## config.mk

```make
export PLATFORM = sky130hd
export DESIGN_NAME = eeg_packet_deframer_core_flat
export DESIGN_NICKNAME = d
export VERILOG_FILES = /design/src/rtl/eeg_df_pkg.sv /design/src/rtl/eeg_df_if.sv /design/src/rtl/eeg_df_check.sv /design/src/rtl/eeg_packet_deframer_core.sv /design/src/flat_wrapper.sv
export SDC_FILE = /design/constraint.sdc
export NUM_CORES = 1
export LEC_CHECK = 0
export ABC_AREA = 1
export BUFFER_PORTS_ARGS = -buffer_cell sky130_fd_sc_hd__buf_2
export CAP_MARGIN = 20
export CELL_PAD_IN_SITES_DETAIL_PLACEMENT = 0
export CELL_PAD_IN_SITES_GLOBAL_PLACEMENT = 2
export CORE_MARGIN = 2
export CORE_UTILIZATION = 39
export CTS_CLUSTER_DIAMETER = 50
export DETAILED_ROUTE_END_ITERATION = 16
export GPL_TIMING_DRIVEN = 1
export PLACE_DENSITY_LB_ADDON = 0.08
export SYNTH_ARGS = -nofsm -noshare
export SYNTH_HDL_FRONTEND = slang
export SYNTH_SLANG_ARGS = --single-unit
```

## constraint.sdc

```tcl
create_clock -name clk -period 21.4 [get_ports clk]
set_input_delay 2.14 -clock clk [delete_from_list [all_inputs] [get_ports clk]]
set_output_delay 2.14 -clock clk [all_outputs]
set_load 0.01 [all_outputs]
```

## src/rtl/eeg_df_pkg.sv

```systemverilog
// eeg_df_pkg: constants and types shared by the packet deframer files.
// No dependencies.
package eeg_df_pkg;

  localparam int unsigned WIN_LEN     = 37;
  localparam int unsigned OUT_SAMPLES = 8;
  localparam int unsigned SAMPLE_W    = 24;
  localparam int unsigned TIME_W      = 32;
  localparam int unsigned HOLD_W      = 6;

  // Slot positions inside the window (slot 0 oldest)
  localparam int unsigned IDX_LEN  = 2;
  localparam int unsigned IDX_TIME = 3;
  localparam int unsigned IDX_DATA = 7;
  localparam int unsigned IDX_SUM  = 34;

  localparam logic [7:0] SOF_HI = 8'hAB;
  localparam logic [7:0] SOF_LO = 8'hCD;
  localparam logic [7:0] EOF_HI = 8'hDC;
  localparam logic [7:0] EOF_LO = 8'hBA;

  localparam logic [TIME_W-1:0] JUMP_RESET = 32'd10000;
  localparam logic [HOLD_W-1:0] HOLD_LOAD  = 6'(WIN_LEN);

  typedef logic [WIN_LEN-1:0][7:0] win_t;
  typedef logic signed [SAMPLE_W-1:0] sample_t;
  typedef sample_t [OUT_SAMPLES-1:0] sample_vec_t;

  typedef struct packed {
    logic frame_ok;    // markers and checksum all match
    logic time_jump;
    logic first_packet;
  } chk_status_t;

endpackage

```

## src/rtl/eeg_df_if.sv

```systemverilog
// eeg_df_if: valid/ready channel interfaces for received bytes and decoded packets.
// Depends on nothing; payload widths follow the decoded packet format.
interface eeg_df_byte_if (input logic clk);
  logic       valid;
  logic       ready;
  logic [7:0] rx_byte;

  modport source (output valid, output rx_byte, input ready);
  modport sink   (input valid, input rx_byte, output ready);
endinterface

interface eeg_df_pkt_if (input logic clk);
  logic               valid;
  logic               ready;
  logic        [31:0] board_time;
  logic signed [23:0] sample_0;
  logic signed [23:0] sample_1;
  logic signed [23:0] sample_2;
  logic signed [23:0] sample_3;
  logic signed [23:0] sample_4;
  logic signed [23:0] sample_5;
  logic signed [23:0] sample_6;
  logic signed [23:0] sample_7;
  logic               time_jump;
  logic               first_packet;

  modport source (output valid, output board_time, output sample_0, output sample_1,
                  output sample_2, output sample_3, output sample_4, output sample_5,
                  output sample_6, output sample_7, output time_jump,
                  output first_packet, input ready);
  modport sink   (input valid, input board_time, input sample_0, input sample_1,
                  input sample_2, input sample_3, input sample_4, input sample_5,
                  input sample_6, input sample_7, input time_jump,
                  input first_packet, output ready);
endinterface

```

## src/rtl/eeg_df_check.sv

```systemverilog
// eeg_df_check: frame check and field extraction on the registered byte window.
// Depends on eeg_df_pkg.
module eeg_df_check #(
  parameter int unsigned CHANNELS = 8
) (
  input  eeg_df_pkg::win_t                      win,
  input  logic [7:0]                            sum,
  input  logic                                  seen,
  input  logic [eeg_df_pkg::TIME_W-1:0]         prev_time,
  input  logic [eeg_df_pkg::TIME_W-1:0]         threshold,
  output logic [eeg_df_pkg::TIME_W-1:0]         board_time,
  output eeg_df_pkg::sample_vec_t               samples,
  output eeg_df_pkg::chk_status_t               status
);

  logic [eeg_df_pkg::TIME_W:0]   diff_raw;
  logic [eeg_df_pkg::TIME_W-1:0] diff_abs;

  assign board_time = {win[eeg_df_pkg::IDX_TIME],     win[eeg_df_pkg::IDX_TIME + 1],
                       win[eeg_df_pkg::IDX_TIME + 2], win[eeg_df_pkg::IDX_TIME + 3]};

  for (genvar c = 0; c < eeg_df_pkg::OUT_SAMPLES; c++) begin : g_smp
    if (c < CHANNELS) begin : g_on
      assign samples[c] = {win[eeg_df_pkg::IDX_DATA + 3*c],
                           win[eeg_df_pkg::IDX_DATA + 3*c + 1],
                           win[eeg_df_pkg::IDX_DATA + 3*c + 2]};
    end else begin : g_off
      assign samples[c] = '0;
    end
  end

  // Absolute timestamp difference from one 33-bit subtract
  assign diff_raw = {1'b0, board_time} - {1'b0, prev_time};
  assign diff_abs = diff_raw[eeg_df_pkg::TIME_W] ? (~diff_raw[eeg_df_pkg::TIME_W-1:0] + 1'b1)
                                                 : diff_raw[eeg_df_pkg::TIME_W-1:0];

  always_comb begin
    status.frame_ok = (win[0] == eeg_df_pkg::SOF_HI) &&
                      (win[1] == eeg_df_pkg::SOF_LO) &&
                      (win[eeg_df_pkg::WIN_LEN-2] == eeg_df_pkg::EOF_HI) &&
                      (win[eeg_df_pkg::WIN_LEN-1] == eeg_df_pkg::EOF_LO) &&
                      (win[eeg_df_pkg::IDX_SUM] == sum);
    status.time_jump    = seen && (diff_abs > threshold);
    status.first_packet = !seen;
  end

endmodule

```

## src/rtl/eeg_packet_deframer_core.sv

```systemverilog
// eeg_packet_deframer_core: top level of the serial packet deframer.
// Depends on eeg_df_pkg, eeg_df_if (byte and packet channels) and eeg_df_check.
//
// Each received byte is shifted into a 37-byte window register together with a
// running 8-bit checksum of window slots 2..33, so no adder tree is needed. The
// registered window is then checked for the 0xAB 0xCD start marker, the 0xDC 0xBA
// end marker, the checksum byte and the 37-byte holdoff since the last packet; on
// a hit the timestamp, the samples and the jump and first-packet flags are loaded
// into the output register. A byte is taken every cycle while the output register
// is free or being drained, so the sustained rate is one byte per clock. Channels
// at or above CHANNELS read as zero. jump_threshold (cfg_wdata, reset 10000) is
// written when cfg_we is high; the user must write it only while the block is
// idle, and the block itself does not enforce this.
module eeg_packet_deframer_core #(
  parameter int unsigned CHANNELS = 8
) (
  input  logic                  clk,
  input  logic                  rst_n,
  eeg_df_byte_if.sink           in_ch,
  eeg_df_pkt_if.source          out_ch,
  input  logic                  cfg_we,
  input  logic [31:0]           cfg_wdata
);

  // Stage 1: byte window and running checksum
  eeg_df_pkg::win_t                 win_r, win_nxt;
  logic [7:0]                       sum_r, sum_nxt;
  logic                             fresh_r;   // window holds an unchecked transaction

  // Stage 2: packet tracking and output register
  logic [eeg_df_pkg::HOLD_W-1:0]    hold_r;
  logic [eeg_df_pkg::HOLD_W-1:0]    hold_dec;
  logic [eeg_df_pkg::TIME_W-1:0]    prev_time_r;
  logic                             seen_r;
  logic [eeg_df_pkg::TIME_W-1:0]    thresh_r;
  logic                             out_valid_r;
  logic [eeg_df_pkg::TIME_W-1:0]    out_time_r;
  eeg_df_pkg::sample_vec_t          out_smp_r;
  logic                             out_jump_r;
  logic                             out_first_r;

  logic                             in_take;
  logic                             adv;
  logic                             hit;
  logic [eeg_df_pkg::TIME_W-1:0]    chk_time;
  eeg_df_pkg::sample_vec_t          chk_smp;
  eeg_df_pkg::chk_status_t          chk_st;

  // Advance the check stage when the output register can take its result
  assign adv     = fresh_r && (!out_valid_r || out_ch.ready);
  assign in_take = in_ch.valid && in_ch.ready;
  assign in_ch.ready = !fresh_r || adv;

  // Shift in the new byte; the slot leaving the checksum range is slot 2,
  // the one entering it is old slot 34
  always_comb begin
    win_nxt = {in_ch.rx_byte, win_r[eeg_df_pkg::WIN_LEN-1:1]};
    sum_nxt = sum_r - win_r[eeg_df_pkg::IDX_LEN] + win_r[eeg_df_pkg::IDX_SUM];
  end

  eeg_df_check #(.CHANNELS(CHANNELS)) u_check (
    .win        (win_r),
    .sum        (sum_r),
    .seen       (seen_r),
    .prev_time  (prev_time_r),
    .threshold  (thresh_r),
    .board_time (chk_time),
    .samples    (chk_smp),
    .status     (chk_st)
  );

  assign hold_dec = (hold_r != '0) ? hold_r - 1'b1 : hold_r;
  assign hit      = chk_st.frame_ok && (hold_dec == '0);

  always_ff @(posedge clk) begin
    if (!rst_n) begin
      win_r       <= '0;
      sum_r       <= '0;
      fresh_r     <= 1'b0;
      hold_r      <= '0;
      prev_time_r <= '0;
      seen_r      <= 1'b0;
      thresh_r    <= eeg_df_pkg::JUMP_RESET;
      out_valid_r <= 1'b0;
    end else begin
      if (cfg_we) begin
        thresh_r <= cfg_wdata;
      end
      if (in_take) begin
        win_r <= win_nxt;
        sum_r <= sum_nxt;
      end
      fresh_r <= in_take || (fresh_r && !adv);
      if (adv) begin
        out_valid_r <= hit;
        if (hit) begin
          hold_r      <= eeg_df_pkg::HOLD_LOAD;
          prev_time_r <= chk_time;
          seen_r      <= 1'b1;
        end else begin
          hold_r <= hold_dec;
        end
      end else if (out_ch.ready) begin
        out_valid_r <= 1'b0;
      end
    end
  end

  // Payload registers: load only with a new packet
  always_ff @(posedge clk) begin
    if (adv && hit) begin
      out_time_r  <= chk_time;
      out_smp_r   <= chk_smp;
      out_jump_r  <= chk_st.time_jump;
      out_first_r <= chk_st.first_packet;
    end
  end

  assign out_ch.valid        = out_valid_r;
  assign out_ch.board_time   = out_time_r;
  assign out_ch.sample_0     = out_smp_r[0];
  assign out_ch.sample_1     = out_smp_r[1];
  assign out_ch.sample_2     = out_smp_r[2];
  assign out_ch.sample_3     = out_smp_r[3];
  assign out_ch.sample_4     = out_smp_r[4];
  assign out_ch.sample_5     = out_smp_r[5];
  assign out_ch.sample_6     = out_smp_r[6];
  assign out_ch.sample_7     = out_smp_r[7];
  assign out_ch.time_jump    = out_jump_r;
  assign out_ch.first_packet = out_first_r;

endmodule

```

## src/flat_wrapper.sv

```systemverilog
// flat-port wrapper written by rule: the top's interface ports become plain ports
module eeg_packet_deframer_core_flat 
#(
  parameter int unsigned CHANNELS = 8
)
  (clk, rst_n, cfg_we, cfg_wdata, in_ch_valid, in_ch_rx_byte, in_ch_ready, out_ch_valid, out_ch_board_time, out_ch_sample_0, out_ch_sample_1, out_ch_sample_2, out_ch_sample_3, out_ch_sample_4, out_ch_sample_5, out_ch_sample_6, out_ch_sample_7, out_ch_time_jump, out_ch_first_packet, out_ch_ready);
  eeg_df_byte_if in_ch_i (.clk(clk));
  eeg_df_pkt_if out_ch_i (.clk(clk));
  input  logic clk;
  input  logic rst_n;
  input  logic cfg_we;
  input  logic [31:0] cfg_wdata;
  input wire logic [$bits(in_ch_i.valid)-1:0] in_ch_valid;
  input wire logic [$bits(in_ch_i.rx_byte)-1:0] in_ch_rx_byte;
  output wire logic [$bits(in_ch_i.ready)-1:0] in_ch_ready;
  output wire logic [$bits(out_ch_i.valid)-1:0] out_ch_valid;
  output wire logic [$bits(out_ch_i.board_time)-1:0] out_ch_board_time;
  output wire logic [$bits(out_ch_i.sample_0)-1:0] out_ch_sample_0;
  output wire logic [$bits(out_ch_i.sample_1)-1:0] out_ch_sample_1;
  output wire logic [$bits(out_ch_i.sample_2)-1:0] out_ch_sample_2;
  output wire logic [$bits(out_ch_i.sample_3)-1:0] out_ch_sample_3;
  output wire logic [$bits(out_ch_i.sample_4)-1:0] out_ch_sample_4;
  output wire logic [$bits(out_ch_i.sample_5)-1:0] out_ch_sample_5;
  output wire logic [$bits(out_ch_i.sample_6)-1:0] out_ch_sample_6;
  output wire logic [$bits(out_ch_i.sample_7)-1:0] out_ch_sample_7;
  output wire logic [$bits(out_ch_i.time_jump)-1:0] out_ch_time_jump;
  output wire logic [$bits(out_ch_i.first_packet)-1:0] out_ch_first_packet;
  input wire logic [$bits(out_ch_i.ready)-1:0] out_ch_ready;
  assign in_ch_i.valid = in_ch_valid;
  assign in_ch_i.rx_byte = in_ch_rx_byte;
  assign in_ch_ready = in_ch_i.ready;
  assign out_ch_valid = out_ch_i.valid;
  assign out_ch_board_time = out_ch_i.board_time;
  assign out_ch_sample_0 = out_ch_i.sample_0;
  assign out_ch_sample_1 = out_ch_i.sample_1;
  assign out_ch_sample_2 = out_ch_i.sample_2;
  assign out_ch_sample_3 = out_ch_i.sample_3;
  assign out_ch_sample_4 = out_ch_i.sample_4;
  assign out_ch_sample_5 = out_ch_i.sample_5;
  assign out_ch_sample_6 = out_ch_i.sample_6;
  assign out_ch_sample_7 = out_ch_i.sample_7;
  assign out_ch_time_jump = out_ch_i.time_jump;
  assign out_ch_first_packet = out_ch_i.first_packet;
  assign out_ch_i.ready = out_ch_ready;
  eeg_packet_deframer_core #(.CHANNELS(CHANNELS)) u_core (.clk(clk), .rst_n(rst_n), .in_ch(in_ch_i), .out_ch(out_ch_i), .cfg_we(cfg_we), .cfg_wdata(cfg_wdata));
endmodule
```

==> metrics, run 1 <==
status=finished clean; register area share after synthesis=0.579; Unique masters post-synth=between 40 and 50; Worst Path Arrival=around 5.2 ns; Yosys reg bits=about 600; Worst-Skew Late Latency=about 0.63 ns; Avg Cell Area, Syn=8.77 um2; endpoints failing setup=0; Synth area leaders=dfxtp_1 30%, edfxtp_1 27%, nor2_1 9.5%, o21ai_0 7.8%, nand2_1 5.5%; slowest stage delay, CP=about 0.55 ns; initial antenna violation count=2; Yosys top cell area share=0.305; vias per cell=between 4 and 5; crit path capture=u_core.out_ch.time_jump; met2 Usage GRT=0.327; global route overflow=0; row count=about 90; crit path time final=about 4.8 ns; first-pass GRT wire length=between 90 and 100 mm; total CTS buffers=between 70 and 80; maximum fanout along the worst path=30; syn nets=~3000; final HPWL from detailed placement=approximately 42 mm; Tcrit/Tclk final=0.226; PD cells=just over 100 mW/mm2; Placer Congestion=0.826; Initial Utilization=0.393; clk_skew=between 0.02 and 0.03 ns; wire per inst=between 15 and 20 um; R2R cell count=21; die height=between 200 and 300 um; vias in the first global route=18100; CTS sink count=approximately 600; crit path launch=u_core.win_nxt[40]; fin. max-slew vios=0; # H-tree levels=3; area grow syn2layout=19.1%; unrepaired setup endpoints after global routing=no; First DRT Iteration DRCs=1172; Core ar.=0.0630 mm2; cts hold-fix bufs=0; slew of the pin with the lowest slew margin=1.02 ns; GR Util met3=0.0486; NumNets Final=between 3000 and 4000; Clock transition at path regs=around 0.06 ns; root buf cell=clkbuf_16; relative slew slack=0.317; main flop type after synthesis=dfxtp_1; Port-buffer cells=272; vias=roughly 19000; final hold viol count=0; Critical Path RT=around 22 ns; Synth Instances=between 2000 and 3000; setup bufs post-CTS=0; CTS tree=built; fillers=roughly 6200; GRT Overall Usage=0.190; hold_ws=roughly 0.43 ns; largest net degree at the start of global routing=a little over 200; Post-synth top cells=626 x nor2_1, 386 x o21ai_0, 377 x dfxtp_1; Static Leak=0.0126 uW; RR Startpoint=u_core.win_nxt[40]; TNS Setup=0 ns; GRT busiest layer=met2; max frequency=207 MHz; grt met1 use=0.234; most frequent CP cell=nand3_1; DRC Markers=0; final WL=63.3 mm; Crit-path slowest cell=or4_1; VDD IR max=about 58 uV; reg-to-reg critical path endpoint=u_core.out_ch.time_jump; max-cap violation count=0; CTS max path bufs=3; ANT nets after route=0; worst path cell trace=inv_1 > ha_1 > inv_1 > fa_1 > nand3_1 > nand3_1 > nand3_1 > nand3_1 > nand3_1 > nand2_1 > a21oi_2 > buf_4 > inv_1 > nor2_1 > xor2_1 > inv_1 > ha_1 > nand2_1 > or4_1 > o31ai_1 > a21oi_1; yosys warns=0; layout cell share with drive strength beyond 1=0.145; die area=0.0655 mm2; CTS resizes=0; DIE WIDTH=roughly 260 um; cell taking the most area after synthesis=dfxtp_1; critical path class=register to register; DRT Pass-1 Iters=5; I/O Pins=roughly 270; Synth async-reset ratio=0; flop2flop setup slack=16.56 ns; Post-synth EDFFs=approximately 230; CP startpoint kind=register; Crit. End Element=register; Cell Area, Synth=approximately 0.025 mm2; Hold WC Path Type=register to register; most common cell in the synthesized netlist=nor2_1
==> through the flow <==
stage                      util  instance area (um2)  setup WS, ns  cells  power, uW
after CTS                 0.468                29500         16.57   3971       3020
final                     0.468                29500         16.56   3973       2980
after global routing      0.468                29500         16.15   3972       3130
after global placement    0.426                26800         16.32   3827       1690
after floorplan               -                24800          8.87   2825       1600
after detailed placement  0.426                26800         16.25   3827       1700
==> critical path, delay by kind of cell, from the launching register on <==
family                   cells  cell delay (ns)
AND/OR/NAND/NOR              9             1.77
adder cells (fa/ha/maj)      3             0.93
buffers and inverters        5             0.86
AO/OA/AOI/OAI                3             0.44
flip-flops                   1             0.38
XOR/XNOR                     1             0.17
==> report_power, final <==
| part | internal [uW] | total, uW | switching, uW |
|---|---|---|---|
| clock network | 781 | 1310 | 525 |
| logic | 145 | 402 | 257 |
| registers | 1240 | 1270 | 34.6 |
==> layout make-up <==
cell class	instances	area [um2]	share of cell area
flip-flops and latches	603	14300	0.486
multi-input cells	1816	8920	0.302
clock buffers	100	2090	0.0710
repair buffers	283	1490	0.0505
inverters	280	1060	0.0359
well taps	846	1060	0.0359
clock inverters	44	542	0.0184
diodes	1	2.50	0.0000848
==> logic make-up after synthesis <==
group | Yosys count | share of synthesized area
and+or+nand+nor | 1139 | 0.186
DFF | 603 | 0.579
AOI/OAI and AO/OA | 552 | 0.114
buffers and inverters | 406 | 0.0622
adders and majority gates | 83 | 0.0444
xor gates and xnor gates | 42 | 0.0149
==> per-layer routing <==
metal  up-vias  share of wire
li1       9718              -
met1      8723           0.43
met2       302           0.49
met3        74          0.055
met4         2          0.019
met5         -        0.00017
==> worst min-delay path by stage <==
stage / slack [ns] / cells after the start / to / startpoint
floorplan: 0.42 / 0 / u_core.out_ch.board_time[0] / u_core.win_nxt[40]
global placement: 0.43 / 0 / u_core.out_ch.sample_5[11] / u_core.win_nxt[179]
detailed placement: 0.44 / 0 / u_core.out_ch.sample_1[21] / u_core.win_nxt[77]
CTS: 0.44 / 0 / u_core.out_ch.sample_4[23] / u_core.win_nxt[151]
global route: 0.46 / 0 / u_core.out_ch.sample_4[9] / u_core.win_nxt[153]
finish: 0.43 / 0 / u_core.out_ch.sample_4[23] / u_core.win_nxt[151]
==> layout by cell type (no fill, tap or decap), types with 6 or more instances in the layout <==
cell | synthesis | layout
inv_6 | 0 | 8
dfxtp_1 | 377 | 377
xor2_1 | 30 | 30
nand3_2 | 6 | 7
nand3_1 | 74 | 73
clkinv_2 | 0 | 6
ha_1 | 75 | 75
nand2_1 | 360 | 359
edfxtp_1 | 226 | 226
nor2_1 | 626 | 625
nand2_2 | 13 | 13
buf_2 | 7 | 271
a21oi_1 | 145 | 144
o21ai_0 | 386 | 386
buf_4 | 2 | 8
nor3_1 | 15 | 15
clkbuf_1 | 117 | 16
inv_1 | 271 | 270
nand4_1 | 19 | 19
clkbuf_16 | 0 | 78
clkinvlp_4 | 0 | 7
clkinv_4 | 0 | 7
xnor2_1 | 12 | 12
fa_1 | 8 | 8
clkbuf_8 | 0 | 7
bufinv_16 | 0 | 6
inv_2 | 8 | 8
==> sequential cells by signal (all words and copies together), names as in the netlist, 6 cells and up <==
register,cells
u_core.win_nxt,288
u_core.out_ch.board_time,32
u_core.prev_time_r,32
u_core.thresh_r,32
u_core.out_ch.sample_0,24
u_core.out_ch.sample_1,24
u_core.out_ch.sample_2,24
u_core.out_ch.sample_3,24
u_core.out_ch.sample_4,24
u_core.out_ch.sample_5,24
u_core.out_ch.sample_6,24
u_core.out_ch.sample_7,24
u_core.sum_r,8
u_core.win_r,8
u_core.hold_r,6
Note: power is estimated with default switching activity, not from simulation.
==> run 2, diff against run 1 <==
--- a/config.mk
+++ b/config.mk
@@ -5,13 +5,13 @@
 export SDC_FILE = /design/constraint.sdc
 export NUM_CORES = 1
 export LEC_CHECK = 0
-export ABC_AREA = 1
+export ABC_AREA = 0
 export BUFFER_PORTS_ARGS = -buffer_cell sky130_fd_sc_hd__buf_2
 export CAP_MARGIN = 20
 export CELL_PAD_IN_SITES_DETAIL_PLACEMENT = 0
 export CELL_PAD_IN_SITES_GLOBAL_PLACEMENT = 2
 export CORE_MARGIN = 2
-export CORE_UTILIZATION = 39
+export CORE_UTILIZATION = 38
 export CTS_CLUSTER_DIAMETER = 50
 export DETAILED_ROUTE_END_ITERATION = 16
 export GPL_TIMING_DRIVEN = 1
==> constraint.sdc (replaced) <==
create_clock -name clk -period 4.5 [get_ports clk]
set_input_delay 0.45 -clock clk [delete_from_list [all_inputs] [get_ports clk]]
set_output_delay 0.45 -clock clk [all_outputs]
set_load 0.01 [all_outputs]
==> metrics, run 2 <==
status=finished with violations; failing checks=negative setup slack; main flop type after synthesis=dfxtp_1; First DRT Iteration DRCs=around 940; vias=approximately 18000; largest net degree at the start of global routing=~180; I/O Pins=273; area grow syn2layout=24.8%; register area share after synthesis=0.575; grt met1 use=0.261; ANT nets after route=0; Final WS setup=-0.217 ns; wire per inst=between 15 and 20 um; NumNets Final=~2900; slowest stage delay, CP=slightly above 0.4 ns; row count=slightly above 90; vias per cell=4.80; max-cap violation count=0; met2 Usage GRT=0.279; Yosys reg bits=between 600 and 700; DRT Pass-1 Iters=5; Sw Pwr=2700 uW; fin. max-slew vios=0; Crit-path slowest cell=or3_4; VDD IR max=roughly 250 uV; Core ar.=approximately 0.065 mm2; Synth area leaders=dfxtp_1 30%, edfxtp_1 27%, nand2_1 9.6%, a21boi_0 9.1%, ha_1 3.8%; register share of total power=0.468; P_int=9480 uW; Tcrit/Tclk final=1.05; most common cell after layout, fill and taps aside=nand2_1; Post-synth top cells=639 x nand2_1, 377 x dfxtp_1, 303 x a21boi_0; GRT busiest layer=met2; CP startpoint kind=register; Placer Congestion=0.803; final cell utilization of the core=0.481; Seq. cell area=between 0.01 and 0.015 mm2; layout cell share with drive strength beyond 1=0.220; CTS sink count=603; Yosys top cell area share=0.303; Post-synth EDFFs=226; vias in the first global route=~18000; crit path time final=approximately 4.7 ns; Port-buffer cells=272; Sw Ratio=0.222; global route overflow=0; Clock transition at path regs=0.05 ns; relative slew slack=0.272; Static Leak=approximately 0.012 uW; slew of the pin with the lowest slew margin=~1.1 ns; total CTS buffers=between 70 and 80; Antenna diodes=0; Unique masters post-synth=60; die area=around 0.068 mm2; Multi-input gate area=between 0.01 and 0.015 mm2; hold_ws=0.0726 ns; worst path cell trace=inv_1 > ha_4 > buf_6 > nand3_2 > a21oi_4 > o21ai_2 > a21o_1 > o211a_1 > or3_4 > o21ai_4 > a31o_4 > mux2_4 > ha_4 > nor2b_1 > o21a_1 > o21a_1 > o21a_1 > o21a_1 > o21a_1 > o21a_1 > o21ai_1 > a21boi_1 > o21a_1; syn nets=2562; initial antenna violation count=0; Comb power frac=0.048; PD cells=~400 mW/mm2; Critical Path RT=roughly 4.9 ns; first-pass GRT wire length=around 98 mm; clock share of power=0.483; endpoints failing setup=1; final HPWL from detailed placement=about 42 mm; Hold WC Path Type=primary input to register; cts hold-fix bufs=0; critical path class=register to register; GR Util met3=0.0302; most frequent CP cell=o21a_1; Synth Instances=approximately 2400; die height=between 200 and 300 um; GRT Overall Usage=0.181; root buf cell=clkbuf_16; clk_skew=around 0.020 ns; CTS tree=built; Worst-Skew Late Latency=0.60 ns; Initial Utilization=0.386; Cell Area, Synth=~0.025 mm2; Largest register FFs=between 200 and 300; DRC Markers=0; Setup WS pre-CTS=-0.520 ns; Worst Path Arrival=5.07 ns; final hold viol count=0; Avg Cell Area, Syn=approximately 10 um2; most frequent cells in the layout=638 x nand2_1, 374 x dfxtp_1, 301 x a21boi_0; total power=roughly 12000 uW; unrepaired setup endpoints after global routing=yes; max frequency=around 210 MHz; cell taking the most area after synthesis=dfxtp_1; DIE WIDTH=roughly 260 um; most common cell in the synthesized netlist=nand2_1; final WL=~62 mm; # H-tree levels=3; Crit. End Element=register; yosys warns=0; Synth async-reset ratio=0; fillers=6179; maximum fanout along the worst path=4; CTS max path bufs=3
## run 2: area by class of cell
cell class / instances / share of cell area
sequential: 603 / 0.461
multi-input combinational: 1587 / 0.322
timing repair buffer: 448 / 0.0903
clock buffer: 105 / 0.0682
tap: 855 / 0.0344
inverter: 106 / 0.0128
clock inverter: 34 / 0.0115
## run 2: power by group through the flow
stage	combinational (uW)	clock [uW]	sequential (uW)
2_1_floorplan	449	0	5810
3_3_place_gp	582	0	5820
3_5_place_dp	592	0	5820
4_1_cts	598	6070	5710
5_1_grt	664	6290	5710
6_report	588	5890	5710
## run 2: what timing repair did
item	4_1_cts	5_1_grt
gates cloned	0	0
buffers inserted	6	0
gates resized for setup	43	9
endpoints found under the hold margin	0	0
setup endpoints to repair	1	1
pin swaps	26	1
## run 2: cells by family (layout without fill, tap and decap cells)
logic type | Yosys count | in the layout | synth area share
AO/OA/AOI/OAI | 497 | 497 | 0.140
XOR/XNOR | 68 | 68 | 0.0239
adder cells (fa/ha/maj) | 83 | 83 | 0.0441
buffers and inverters | 244 | 693 | 0.0375
flip-flops | 603 | 603 | 0.575
multiplexers | 63 | 63 | 0.0254
AND/OR/NAND/NOR | 876 | 876 | 0.154
## run 2: path summary, 6_finish.rpt
path	cells after the start	startpoint	to	slack (ns)
worst min-delay path	3	cfg_wdata[10]	u_core.thresh_r[10]	0.07
worst min register to register	0	u_core.win_nxt[58]	u_core.out_ch.sample_0[10]	0.45
worst max-delay path	23	u_core.prev_time_r[3]	u_core.out_ch.time_jump	-0.22
worst max register to register	23	u_core.prev_time_r[3]	u_core.out_ch.time_jump	-0.22
## run 2: critical path, delay by kind of cell, from the launching register on
kind	cells	cell delay [ns]
AND/OR/NAND/NOR	3	0.63
AO/OA/AOI/OAI	15	2.51
multiplexers	1	0.32
flip-flops	1	0.33
buffers and inverters	2	0.17
adder cells (fa/ha/maj)	2	0.50
## run 2: metrics by stage
| step | std cells | area [um2] | setup TNS (ns) |
|---|---|---|---|
| after floorplan | 2434 | 25000 | -197.48 |
| after global placement | 3593 | 28300 | -0.456 |
| after detailed placement | 3593 | 28300 | -0.520 |
| after CTS | 3738 | 31100 | -0.208 |
| after global routing | 3738 | 31100 | -0.471 |
| final | 3738 | 31100 | -0.217 |
## run 2: routing by layer
layer | routed length [um] | vias up
met5 | 0 | -
met4 | 1200 | 0
met3 | 2740 | 78
met2 | 26800 | 311
met1 | 30700 | 8506
li1 | - | 9038
==> run 3, diff against run 2 <==
--- a/config.mk
+++ b/config.mk
@@ -11,7 +11,7 @@
 export CELL_PAD_IN_SITES_DETAIL_PLACEMENT = 0
 export CELL_PAD_IN_SITES_GLOBAL_PLACEMENT = 2
 export CORE_MARGIN = 2
-export CORE_UTILIZATION = 38
+export CORE_UTILIZATION = 34
 export CTS_CLUSTER_DIAMETER = 50
 export DETAILED_ROUTE_END_ITERATION = 16
 export GPL_TIMING_DRIVEN = 1
==> constraint.sdc (replaced) <==
create_clock -name clk -period 4.1 [get_ports clk]
set_input_delay 0.41 -clock clk [delete_from_list [all_inputs] [get_ports clk]]
set_output_delay 0.41 -clock clk [all_outputs]
set_load 0.01 [all_outputs]
==> metrics, run 3 (synthesis results as in run 2) <==
status=finished with violations; failing checks=negative setup slack; root buf cell=clkbuf_16; Crit. End Element=register; Worst-Skew Late Latency=between 0.6 and 0.7 ns; CP startpoint kind=register; Hold WC Path Type=primary input to register; Critical Path RT=4.46 ns; ANT nets after route=0; Static Leak=0.0121 uW; final hold viol count=0; Worst Path Arrival=slightly above 5 ns; Core ar.=roughly 0.073 mm2; Hold Crit Start=cfg_wdata[13]; vias per cell=~4.6; First DRT Iteration DRCs=~1000; reg-to-reg critical path endpoint=u_core.out_ch.time_jump; critical path class=register to register; row count=99; max frequency=roughly 210 MHz; unrepaired setup endpoints after global routing=yes; DIE WIDTH=between 200 and 300 um; CTS max path bufs=3; Largest register FFs=between 200 and 300; relative slew slack=0.370; area grow syn2layout=28.6%; Initial Utilization=0.343; initial antenna violation count=0; # H-tree levels=3; Port-buffer cells=between 200 and 300; total CTS buffers=80; I/O Pins=between 200 and 300; hold depth=3; Clock transition at path regs=0.06 ns; maximum fanout along the worst path=6; global route overflow=0; Hold Path Sink=u_core.thresh_r[13]; fin. max-slew vios=0; DRC Markers=0; wire per inst=between 15 and 20 um; VDD IR max=between 200 and 300 uV; final cell utilization of the core=0.441; Antenna diodes=0; GRT Overall Usage=0.169; layout cell share with drive strength beyond 1=0.239; largest net degree at the start of global routing=158; Setup WS pre-CTS=-1.05 ns; max-cap violation count=0; R2R cell count=25; first-pass GRT wire length=roughly 100 mm; slew of the pin with the lowest slew margin=0.946 ns; DRT Pass-1 Iters=5; PD cells=449 mW/mm2; die height=275 um; Tcrit/Tclk final=1.17; CTS tree=built; crit path time final=4.80 ns; hold_ws=between 0.04 and 0.05 ns; CTS sink count=603; NumNets Final=3000; endpoints failing setup=1; vias in the first global route=between 15000 and 20000; final HPWL from detailed placement=~44 mm; flop2flop setup slack=-0.70 ns; vias=around 18000; die area=between 0.07 and 0.08 mm2; most frequent cells in the layout=638 x nand2_1, 373 x dfxtp_1, 302 x a21boi_0; RR Startpoint=u_core.prev_time_r[5]; most common cell after layout, fill and taps aside=nand2_1; Placer Congestion=around 0.8; Final WS setup=-0.698 ns; clk_skew=0.0252 ns; final WL=around 65 mm
## run 3: cell count changes in the layout (fill, tap and decap cells not counted), sizes merged
cell and change:
buf +44, bufinv +8, clkinv -2, inv +4, dlygate4sd3 +2
## run 3: layer usage
metal | wire, um | GRT usage | vias up | share of wire
met5 | 0 | 0 | - | 0
met4 | 1150 | 0.0466 | 0 | 0.018
met3 | 2730 | 0.0300 | 72 | 0.042
met2 | 28100 | 0.255 | 291 | 0.44
met1 | 32600 | 0.247 | 8544 | 0.50
li1 | - | - | 9155 | -
## run 3: how the worst max path moves through the flow
stage | from | to | slack (ns)
after floorplan | u_core.win_r[6] | u_core.out_ch.board_time[0] | -1.27
after global placement | u_core.prev_time_r[6] | u_core.out_ch.time_jump | -1.00
after detailed placement | u_core.prev_time_r[6] | u_core.out_ch.time_jump | -1.05
after CTS | u_core.win_nxt[40] | u_core.out_ch.time_jump | -0.66
after global routing | u_core.win_nxt[40] | u_core.out_ch.time_jump | -0.97
final | u_core.prev_time_r[5] | u_core.out_ch.time_jump | -0.70
## run 3: through the flow
| step | TNS, ns | total power (uW) | area [um2] | std cells |
|---|---|---|---|---|
| 2_1_floorplan | -288.28 | 6870 | 25000 | 2434 |
| 3_3_place_gp | -1.00 | 7050 | 28800 | 3738 |
| 3_5_place_dp | -1.05 | 7060 | 28800 | 3738 |
| 4_1_cts | -0.664 | 14600 | 31900 | 3891 |
| 5_1_grt | -0.974 | 14900 | 32000 | 3898 |
| 6_report | -0.698 | 14400 | 32000 | 3898 |
## run 3: worst max-delay path, stage by stage, from the launching register on
cell and delay, ns:
dfxtp_2 0.33, inv_2 0.04, ha_4 0.23, buf_4 0.13
and3_4 0.15, a41o_1 0.24, o21ai_2 0.10, nand2_1 0.09
xor2_1 0.17, or3_4 0.38, or4_4 0.53, buf_8 0.15
nor4_4 0.27, nor2_1 0.08, xnor2_1 0.16, ha_1 0.27
a21o_1 0.18, a21o_1 0.16, a21oi_2 0.12, nor2b_1 0.05
o21ai_1 0.11, nand2b_1 0.07, a21o_1 0.15, a21oi_1 0.11
o21ai_1 0.08, o21a_1 0.17
## run 3: power by group
group | switching [uW] | total (uW) | internal (uW) | leakage, uW
Combinational | 379 | 662 | 283 | 0.00565
Sequential | 43.3 | 6270 | 6220 | 0.00510
Clock | 2770 | 7460 | 4690 | 0.00140
Total | 3190 | 14400 | 11200 | 0.0121
## run 3: layout make-up
cell class / count / area (um2)
Tap cell: 959 / 1200
Timing Repair Buffer: 494 / 3160
Inverter: 106 / 398
Multi-Input combinational cell: 1587 / 10100
Clock buffer: 105 / 2250
Sequential cell: 603 / 14300
Clock inverter: 44 / 633
Fill cell: 7018 / 40700
## run 3: what timing repair did
item | 4_1_cts | 5_1_grt
gates resized for setup | 32 | 22
buffers inserted | 2 | 7
endpoints found under the hold margin | 2 | 0
pin swaps | 14 | 17
hold buffers | 2 | 0
endpoints found under the setup margin | 1 | 1
